==> config.mk <==
export PLATFORM = sky130hd
export DESIGN_NAME = byte_stuffed_link_framer
export DESIGN_NICKNAME = d
export VERILOG_FILES = /design/src/hw/rtl/bsf_pkg.sv /design/src/hw/rtl/bsf_ram.sv /design/src/hw/rtl/bsf_ctrl.sv /design/src/hw/rtl/bsf_out.sv /design/src/hw/rtl/byte_stuffed_link_framer.sv
export VERILOG_INCLUDE_DIRS = /design/src /design/src/hw/rtl
export SDC_FILE = /design/constraint.sdc
export NUM_CORES = 2
export LEC_CHECK = 0
export BUFFER_PORTS_ARGS = -buffer_cell sky130_fd_sc_hd__buf_4
export CELL_PAD_IN_SITES_DETAIL_PLACEMENT = 0
export CELL_PAD_IN_SITES_GLOBAL_PLACEMENT = 1
export CORE_MARGIN = 5
export CORE_UTILIZATION = 45
export CTS_BUF_LIST = sky130_fd_sc_hd__clkbuf_8 sky130_fd_sc_hd__clkbuf_16
export DETAILED_ROUTE_END_ITERATION = 12
export PLACE_DENSITY = 0.74
export SYNTH_ARGS = -nofsm -noshare
export SYNTH_HDL_FRONTEND = slang
export SYNTH_HIERARCHICAL = 1
export SYNTH_SLANG_ARGS = --single-unit
export TNS_END_PERCENT = 50
==> constraint.sdc <==
create_clock -name aclk -period 9.1 [get_ports aclk]
set_input_delay 2.275 -clock aclk [delete_from_list [all_inputs] [get_ports aclk]]
set_output_delay 2.275 -clock aclk [all_outputs]
set_load 0.05 [all_outputs]
==> src/hw/rtl/byte_stuffed_link_framer_macros.svh <==
// ----------------------------------------------------------------------------
// byte_stuffed_link_framer_macros.svh
// Assertion macros shared by the framer modules.
// ----------------------------------------------------------------------------
`ifndef BYTE_STUFFED_LINK_FRAMER_MACROS_SVH
`define BYTE_STUFFED_LINK_FRAMER_MACROS_SVH

// same-cycle implication, sampled on aclk, off during reset
`define BSF_ASSERT_IMPL(lbl, ante, cons) \
    lbl: assert property (@(posedge aclk) disable iff (!aresetn) (ante) |-> (cons)) \
        else $error("framer assertion failed");

// next-cycle implication
`define BSF_ASSERT_NEXT(lbl, ante, cons) \
    lbl: assert property (@(posedge aclk) disable iff (!aresetn) (ante) |=> (cons)) \
        else $error("framer assertion failed");

`endif

==> src/hw/rtl/bsf_pkg.sv <==
// ----------------------------------------------------------------------------
// bsf_pkg
// Codes, line characters and the job word shared by the framer modules.
// ----------------------------------------------------------------------------
package bsf_pkg;

    localparam logic [2:0] OP_LINE_BYTE = 3'd0;
    localparam logic [2:0] OP_SEND_BYTE = 3'd1;
    localparam logic [2:0] OP_CLOSE     = 3'd2;
    localparam logic [2:0] OP_HOST_READ = 3'd3;
    localparam logic [2:0] OP_FLOW_OFF  = 3'd4;
    localparam logic [2:0] OP_FLOW_ON   = 3'd5;

    localparam logic [2:0] KIND_LINE    = 3'd0;
    localparam logic [2:0] KIND_DATA    = 3'd1;
    localparam logic [2:0] KIND_EOF     = 3'd2;
    localparam logic [2:0] KIND_EMPTY   = 3'd3;
    localparam logic [2:0] KIND_REFUSED = 3'd4;

    localparam logic [7:0] CH_DELIM = 8'h7e;
    localparam logic [7:0] CH_XON   = 8'h11;
    localparam logic [7:0] CH_XOFF  = 8'h13;
    localparam logic [7:0] CH_ESC   = 8'h7d;

    typedef struct packed {
        logic [2:0] kind_first;
        logic [7:0] val_first;
        logic       use_mem;    // first value comes from the queue read port
        logic       two;        // escaped send: ESC then val_second
        logic [7:0] val_second;
        logic       peer;
    } job_t;

    function automatic logic is_special(input logic [7:0] b);
        return (b == CH_DELIM) || (b == CH_XON) || (b == CH_XOFF) || (b == CH_ESC);
    endfunction

endpackage

==> src/hw/rtl/bsf_ram.sv <==
// ----------------------------------------------------------------------------
// bsf_ram
// Receive queue storage: one write port, one registered read port.
// ----------------------------------------------------------------------------
module bsf_ram #(
    parameter int DEPTH = 256,
    parameter int AW    = 8
) (
    input  logic          aclk,
    input  logic          wr_en,
    input  logic [AW-1:0] wr_addr,
    input  logic [7:0]    wr_data,
    input  logic          rd_en,
    input  logic [AW-1:0] rd_addr,
    output logic [7:0]    rd_data
);

    logic [7:0] mem [DEPTH];
    logic [7:0] rd_data_reg;

    always_ff @(posedge aclk) begin
        if (wr_en) begin
            mem[wr_addr] <= wr_data;
        end
    end

    always_ff @(posedge aclk) begin
        if (rd_en) begin
            rd_data_reg <= mem[rd_addr];
        end
    end

    assign rd_data = rd_data_reg;

endmodule

==> src/hw/rtl/bsf_ctrl.sv <==
// ----------------------------------------------------------------------------
// bsf_ctrl
// Decodes one word, updates link flags and ring pointers, drives the queue
// ports and builds the job for the output stage.
// ----------------------------------------------------------------------------
`include "byte_stuffed_link_framer_macros.svh"

module bsf_ctrl import bsf_pkg::*; #(
    parameter int DEPTH = 256,
    parameter int AW    = 8
) (
    input  logic          aclk,
    input  logic          aresetn,
    input  logic          accept,
    input  logic [2:0]    op,
    input  logic [7:0]    data,
    output job_t          job,
    output logic          job_valid,
    output logic          wr_en,
    output logic [AW-1:0] wr_addr,
    output logic [7:0]    wr_data,
    output logic          rd_en,
    output logic [AW-1:0] rd_addr
);

    logic [AW-1:0] head_reg, head_next;
    logic [AW-1:0] tail_reg, tail_next;
    logic          esc_reg, esc_next;
    logic          fes_reg, fes_next;
    logic          send_reg, send_next;
    logic          recv_reg, recv_next;
    logic          push, pop;
    logic [AW-1:0] head_inc, tail_inc;

    function automatic logic [AW-1:0] ring_next(input logic [AW-1:0] i);
        return (i == AW'(DEPTH - 1)) ? '0 : i + 1'b1;
    endfunction

    assign head_inc = ring_next(head_reg);
    assign tail_inc = ring_next(tail_reg);

    always_comb begin
        esc_next  = esc_reg;
        fes_next  = fes_reg;
        send_next = send_reg;
        recv_next = recv_reg;
        push      = 1'b0;
        pop       = 1'b0;
        job_valid = 1'b0;
        job.kind_first = KIND_LINE;
        job.val_first  = 8'h00;
        job.use_mem    = 1'b0;
        job.two        = 1'b0;
        job.val_second = data;
        job.peer       = send_reg;
        case (op)
            OP_LINE_BYTE: begin
                if (esc_reg) begin
                    push     = 1'b1;
                    esc_next = 1'b0;
                end else if (data == CH_ESC) begin
                    esc_next = 1'b1;
                end else if (data == CH_XOFF) begin
                    send_next = 1'b0;
                end else if (data == CH_XON) begin
                    send_next = 1'b1;
                end else if (data == CH_DELIM) begin
                    fes_next = 1'b1;
                end else begin
                    push = 1'b1;
                end
            end
            OP_SEND_BYTE: begin
                job_valid = 1'b1;
                if (!send_reg) begin
                    job.kind_first = KIND_REFUSED;
                end else if (is_special(data)) begin
                    job.val_first = CH_ESC;
                    job.two       = 1'b1;
                end else begin
                    job.val_first = data;
                end
            end
            OP_CLOSE: begin
                job_valid = 1'b1;
                if (!send_reg) begin
                    job.kind_first = KIND_REFUSED;
                end else begin
                    job.val_first = CH_DELIM;
                end
            end
            OP_HOST_READ: begin
                job_valid = 1'b1;
                if (!recv_reg) begin
                    job.kind_first = KIND_REFUSED;
                end else if (head_reg != tail_reg) begin
                    job.kind_first = KIND_DATA;
                    job.use_mem    = 1'b1;
                    pop            = 1'b1;
                end else if (fes_reg) begin
                    job.kind_first = KIND_EOF;
                    fes_next       = 1'b0;
                end else begin
                    job.kind_first = KIND_EMPTY;
                end
            end
            OP_FLOW_OFF: begin
                job_valid     = 1'b1;
                recv_next     = 1'b0;
                job.val_first = CH_XOFF;
            end
            OP_FLOW_ON: begin
                job_valid     = 1'b1;
                recv_next     = 1'b1;
                job.val_first = CH_XON;
            end
            default: begin
            end
        endcase
    end

    // push overwrites the oldest byte when the ring is full
    always_comb begin
        head_next = head_reg;
        tail_next = tail_reg;
        if (push) begin
            head_next = head_inc;
            if (head_inc == tail_reg) begin
                tail_next = tail_inc;
            end
        end
        if (pop) begin
            tail_next = tail_inc;
        end
    end

    assign wr_en   = accept && push;
    assign wr_addr = head_reg;
    assign wr_data = data;
    assign rd_en   = accept && pop;
    assign rd_addr = tail_reg;

    always_ff @(posedge aclk) begin
        if (!aresetn) begin
            head_reg <= '0;
            tail_reg <= '0;
            esc_reg  <= 1'b0;
            fes_reg  <= 1'b0;
            send_reg <= 1'b1;
            recv_reg <= 1'b1;
        end else if (accept) begin
            head_reg <= head_next;
            tail_reg <= tail_next;
            esc_reg  <= esc_next;
            fes_reg  <= fes_next;
            send_reg <= send_next;
            recv_reg <= recv_next;
        end
    end

    `BSF_ASSERT_NEXT(a_push_not_empty, wr_en, head_reg != tail_reg)
    `BSF_ASSERT_IMPL(a_pop_not_empty, rd_en, head_reg != tail_reg)
    `BSF_ASSERT_IMPL(a_ptr_range, 1'b1,
        (head_reg <= AW'(DEPTH - 1)) && (tail_reg <= AW'(DEPTH - 1)))

endmodule

==> src/hw/rtl/bsf_out.sv <==
// ----------------------------------------------------------------------------
// bsf_out
// Holds one job, emits its one or two result words into the output register.
// ----------------------------------------------------------------------------
`include "byte_stuffed_link_framer_macros.svh"

module bsf_out import bsf_pkg::*; (
    input  logic       aclk,
    input  logic       aresetn,
    input  logic       job_load,
    input  job_t       job_in,
    input  logic [7:0] rd_data,
    output logic       in_ready,
    output logic       m_valid,
    input  logic       m_ready,
    output logic [2:0] m_kind,
    output logic [7:0] m_value,
    output logic       m_last,
    output logic       m_peer
);

    logic       hold_valid_reg, hold_valid_next;
    job_t       hold_job_reg, hold_job_next;
    logic       phase_reg, phase_next;
    logic       m_valid_reg, m_valid_next;
    logic [2:0] m_kind_reg, m_kind_next;
    logic [7:0] m_value_reg, m_value_next;
    logic       m_last_reg, m_last_next;
    logic       m_peer_reg, m_peer_next;
    logic       out_load, emit, done;

    assign out_load = !m_valid_reg || m_ready;
    assign emit     = hold_valid_reg && out_load;
    assign done     = emit && (!hold_job_reg.two || phase_reg);
    assign in_ready = !hold_valid_reg || done;

    always_comb begin
        hold_valid_next = hold_valid_reg;
        hold_job_next   = hold_job_reg;
        phase_next      = phase_reg;
        if (job_load) begin
            hold_valid_next = 1'b1;
            hold_job_next   = job_in;
            phase_next      = 1'b0;
        end else if (done) begin
            hold_valid_next = 1'b0;
        end else if (emit) begin
            phase_next = 1'b1;
        end
    end

    always_comb begin
        m_valid_next = m_valid_reg;
        m_kind_next  = m_kind_reg;
        m_value_next = m_value_reg;
        m_last_next  = m_last_reg;
        m_peer_next  = m_peer_reg;
        if (emit) begin
            m_valid_next = 1'b1;
            m_peer_next  = hold_job_reg.peer;
            m_last_next  = !hold_job_reg.two || phase_reg;
            if (phase_reg) begin
                m_kind_next  = KIND_LINE;
                m_value_next = hold_job_reg.val_second;
            end else begin
                m_kind_next  = hold_job_reg.kind_first;
                m_value_next = hold_job_reg.use_mem ? rd_data : hold_job_reg.val_first;
            end
        end else if (m_ready) begin
            m_valid_next = 1'b0;
        end
    end

    always_ff @(posedge aclk) begin
        if (!aresetn) begin
            hold_valid_reg <= 1'b0;
            phase_reg      <= 1'b0;
            m_valid_reg    <= 1'b0;
        end else begin
            hold_valid_reg <= hold_valid_next;
            phase_reg      <= phase_next;
            m_valid_reg    <= m_valid_next;
        end
    end

    always_ff @(posedge aclk) begin
        hold_job_reg <= hold_job_next;
        m_kind_reg   <= m_kind_next;
        m_value_reg  <= m_value_next;
        m_last_reg   <= m_last_next;
        m_peer_reg   <= m_peer_next;
    end

    assign m_valid = m_valid_reg;
    assign m_kind  = m_kind_reg;
    assign m_value = m_value_reg;
    assign m_last  = m_last_reg;
    assign m_peer  = m_peer_reg;

    `BSF_ASSERT_IMPL(a_escape_blocks_input,
        hold_valid_reg && hold_job_reg.two && !phase_reg, !in_ready)
    `BSF_ASSERT_IMPL(a_single_kinds_last,
        m_valid_reg && (m_kind_reg != KIND_LINE), m_last_reg)
    `BSF_ASSERT_IMPL(a_status_value_zero,
        m_valid_reg && ((m_kind_reg == KIND_EOF) || (m_kind_reg == KIND_EMPTY) ||
        (m_kind_reg == KIND_REFUSED)), m_value_reg == 8'h00)

endmodule

==> src/hw/rtl/byte_stuffed_link_framer.sv <==
// ----------------------------------------------------------------------------
// byte_stuffed_link_framer
// Byte-stuffed link framer with XON/XOFF flow control and a receive ring.
//
//   channel   dir  tuser              tdata
//   s_        in   [2:0] operation    [7:0] data
//   m_        out  [2:0] kind         [7:0] value, [8] peer allow; tlast = last
//
// One word per cycle while the output is not stalled; an escaped send byte
// gives two result words and holds the input until the second is out. Queue
// reads use the registered ring read port. No clearing pass after reset;
// the ring memory is not reset. A stalled output backs up through a single
// job register, and the next word is taken as the current job finishes.
// ----------------------------------------------------------------------------
module byte_stuffed_link_framer import bsf_pkg::*; #(
    parameter int QUEUE_DEPTH = 256
) (
    input  logic        aclk,
    input  logic        aresetn,
    input  logic        s_tvalid,
    output logic        s_tready,
    input  logic [7:0]  s_tdata,   // [7:0] data
    input  logic [2:0]  s_tuser,   // [2:0] operation
    output logic        m_tvalid,
    input  logic        m_tready,
    output logic [15:0] m_tdata,   // [7:0] value, [8] peer_allows_send, zero fill
    output logic [2:0]  m_tuser,   // [2:0] kind
    output logic        m_tlast
);

    localparam int AW = (QUEUE_DEPTH > 1) ? $clog2(QUEUE_DEPTH) : 1;

    logic          accept;
    job_t          job;
    logic          job_valid;
    logic          wr_en, rd_en;
    logic [AW-1:0] wr_addr, rd_addr;
    logic [7:0]    wr_data, rd_data;
    logic          m_peer;
    logic [7:0]    m_value;

    assign accept = s_tvalid && s_tready;

    bsf_ctrl #(
        .DEPTH(QUEUE_DEPTH),
        .AW   (AW)
    ) u_ctrl (
        .aclk     (aclk),
        .aresetn  (aresetn),
        .accept   (accept),
        .op       (s_tuser),
        .data     (s_tdata),
        .job      (job),
        .job_valid(job_valid),
        .wr_en    (wr_en),
        .wr_addr  (wr_addr),
        .wr_data  (wr_data),
        .rd_en    (rd_en),
        .rd_addr  (rd_addr)
    );

    bsf_ram #(
        .DEPTH(QUEUE_DEPTH),
        .AW   (AW)
    ) u_ram (
        .aclk   (aclk),
        .wr_en  (wr_en),
        .wr_addr(wr_addr),
        .wr_data(wr_data),
        .rd_en  (rd_en),
        .rd_addr(rd_addr),
        .rd_data(rd_data)
    );

    bsf_out u_out (
        .aclk    (aclk),
        .aresetn (aresetn),
        .job_load(accept && job_valid),
        .job_in  (job),
        .rd_data (rd_data),
        .in_ready(s_tready),
        .m_valid (m_tvalid),
        .m_ready (m_tready),
        .m_kind  (m_tuser),
        .m_value (m_value),
        .m_last  (m_tlast),
        .m_peer  (m_peer)
    );

    assign m_tdata = {7'b0000000, m_peer, m_value};

endmodule

==> flow_metrics.env <==
export IMPL_synthCells=4057
export IMPL_synth_area_mm2=0.0828
export IMPL_cts_sinks=2114
export IMPL_worstSetupStartpointType="input port"
export IMPL_crit_family="simple AND/OR/NAND/NOR gates"
export IMPL_rows=157
export IMPL_route_met2_wl_mm=99.9
export IMPL_cp_slowest_cell="nand4_1"
export IMPL_routed_top_layer="met5"
export IMPL_min_path_type="reg -> reg"
export IMPL_powerDensity_mw_per_mm2=214
export IMPL_gp_congestion=0.867
export IMPL_final_common_cell="edfxtp_1"
export IMPL_drc=0
export IMPL_r2r_cells=12
export IMPL_p_seq_frac=0.541
export IMPL_final_setup_tns_ns=0
export IMPL_maxSlewHeadroom=0.0846
export IMPL_antenna_found_initial=7
export IMPL_grt_total_usage=0.218
export IMPL_wl_met1_mm=83.0
export IMPL_io_pins=37
export IMPL_critPathBufInv=6
export IMPL_fin_nets=4118
export IMPL_critical_path_max_stage_delay_ns=0.97
export IMPL_drive_above_1_share=0.218
export IMPL_yosysSeqAreaShare=0.764
export IMPL_synth_edf_count=2091
export IMPL_numCtsBuffers=203
export IMPL_cts_hold_fix_buffers=0
export IMPL_synth_warnings=6
export IMPL_async_flop_share=0
export IMPL_dr_first_iter_drc_count=5119
export IMPL_vias_per_cell=6.15
export IMPL_yosys_most_used_dff="edfxtp_1"
export IMPL_layout_common_cells="2091 x edfxtp_1, 454 x mux4_2, 296 x nor2_1"
export IMPL_cp_depth=13
export IMPL_whs_ns=0.428
export IMPL_postRouteAntennaNets=0
export IMPL_slew_viol_final=0
export IMPL_combPwrFrac=0.015
export IMPL_io_buffer_count=29
export IMPL_grt_pass1_wl_mm=302
export IMPL_worst_slew_pin_slew_ns=1.36
export IMPL_die_x_um=439
export IMPL_pwr_share_clk=0.444
export IMPL_post_cts_setup_buffers=0
export IMPL_grt_pass1_vias=40800
export IMPL_finalWorstSetupSlack_ns=2.93
export IMPL_first_pass_iters=5
export IMPL_hold_viol_final=0
export IMPL_cts_max_path_buffers=3
export IMPL_synth_seq_cells=2114
export IMPL_rsz0062_at_grt="false"
export IMPL_die_h_um=439
export IMPL_period_needed_ns=6.17
export IMPL_r2r_start="u_out/phase_reg"
export IMPL_post_cts_resized=0
export IMPL_worstPathArrival_ns=6.62
export IMPL_pre_cts_ws_ns=2.04
export IMPL_hpwl_mm=130
export IMPL_root_buffer="clkbuf_16"
export IMPL_post_route_util=0.505
export IMPL_crit_start="m_tready"
export IMPL_fmax_mhz=162
export IMPL_totalWireLength_mm=212
export IMPL_largest_reg_flops=2048
export IMPL_swShare=0.198
export IMPL_avgSynthCellArea_um2=20.4
export IMPL_start_util=0.452
export IMPL_status="complete, no violations"
export IMPL_power_switching_mw=3.92
export IMPL_grt_max_degree=158
export IMPL_path_class="in -> reg"
export IMPL_cts_tree="yes"
export IMPL_grt_ovfl_total=0
export IMPL_die_area_mm2=0.193
export IMPL_setup_viol=0
export IMPL_coreArea_mm2=0.183
export IMPL_fin_worst_skew_ns=0.0300
export IMPL_post_drt_wl_per_cell_um=31.5
export IMPL_r2r_setup_slack_ns=3.54
export IMPL_path_clk_slew_ns=0.06
export IMPL_period_share=0.678
export IMPL_cap_violations=0
export IMPL_clk_latency_ns=0.83
export IMPL_p_int_mw=15.9
export IMPL_worstPathRequired_ns=9.55
export IMPL_path_max_fanout=16
export IMPL_crit_end="u_ram/mem[60][6]"
export IMPL_wl_met3_mm=20.2
export IMPL_timing_critical_path_mode_cell="buf_4"
export IMPL_p_leak_nw=27.3
export IMPL_rr_endpoint="u_ram/mem[60][6]"
export IMPL_area_growth_pct=11.6
export IMPL_ir_worst_vdd_mv=0.174
export IMPL_crit_chain="buf_4 > nand2b_4 > a21oi_2 > inv_1 > and2_1 > nor4b_1 > o31ai_2 > buf_4 > inv_1 > buf_4 > nand4_1 > buf_4 > nor2_1"
export IMPL_cp_end_kind="flop"
export IMPL_cts_max_level=4
export IMPL_vias=41500
export IMPL_synthDistinctLibCells=78
==> worst min-delay path by stage <==
stage	cells after the start	slack (ns)	endpoint	start
after floorplan	0	0.40	u_out/m_peer	u_out/hold_job_reg[0]
after global placement	0	0.41	u_out/m_peer	u_out/hold_job_reg[0]
after detailed placement	0	0.41	u_out/m_peer	u_out/hold_job_reg[0]
after CTS	0	0.42	u_out/m_peer	u_out/hold_job_reg[0]
after global routing	0	0.42	u_out/m_peer	u_out/hold_job_reg[0]
final	0	0.43	u_out/m_peer	u_out/hold_job_reg[0]
==> cell families after synthesis <==
logic type | synth area share
fa+ha+maj | 0.000302
buf+inv | 0.0215
other cells | 0.0000453
flops | 0.764
mux | 0.142
xor+xnor | 0.00148
compound gates | 0.0382
simple gates | 0.0331
==> layout make-up <==
class | instances | area, um^2
Inverter | 9 | 33.8
Clock inverter | 173 | 1960
Antenna cell | 4 | 10.0
Sequential cell | 2114 | 63300
Multi-Input combinational cell | 1661 | 17900
Timing Repair Buffer | 112 | 1040
Clock buffer | 207 | 5150
Fill cell | 14400 | 90600
Tap cell | 2464 | 3080
==> synth_stat cells, types with 39 or more instances <==
cell / instances / area, um^2
mux2i_1: 144 / 1440
nand2_1: 59 / 221
nand3_1: 44 / 220
nor2b_1: 39 / 244
edfxtp_1: 2091 / 62800
buf_4: 57 / 428
a22oi_1: 134 / 1010
a21oi_1: 112 / 561
o221ai_1: 47 / 412
clkbuf_1: 120 / 450
mux4_2: 454 / 10200
nor2_1: 299 / 1120
==> per-stage QoR <==
| stage | total power, mW | cell area, um^2 | std cells |
|---|---|---|---|
| floorplan | 11.1 | 82800 | 4063 |
| finish | 19.8 | 92400 | 6744 |
| detailed placement | 11.2 | 85300 | 6359 |
| global route | 20.4 | 92400 | 6741 |
| CTS | 19.9 | 92400 | 6739 |
| global placement | 11.2 | 85300 | 6359 |
==> worst reg2reg max path: stages, from the launching register on <==
cell      delay (ns)
dfxtp_1         0.76
nand2b_4        0.27
a21oi_2         0.06
inv_1           0.08
and2_1          0.18
nor4b_1         0.75
o31ai_2         0.24
buf_4           0.26
inv_1           0.24
buf_4           0.26
nand4_1         0.97
buf_4           0.52
nor2_1          0.59
==> per-layer routing <==
metal	global-route usage	vias to the layer above
met1	0.305	21800
met2	0.338	2310
met3	0.0479	392
li1	-	16900
met5	0	-
met4	0.0850	2
==> power by group through the flow <==
stage          combinational, mW  clock [mW]  sequential (mW)
2_1_floorplan              0.150           0             10.9
3_3_place_gp               0.307           0             10.9
3_5_place_dp               0.310           0             10.9
4_1_cts                    0.310        8.92             10.7
5_1_grt                    0.320        9.36             10.7
6_report                   0.301        8.80             10.7
(Power assumes the default switching activity.)
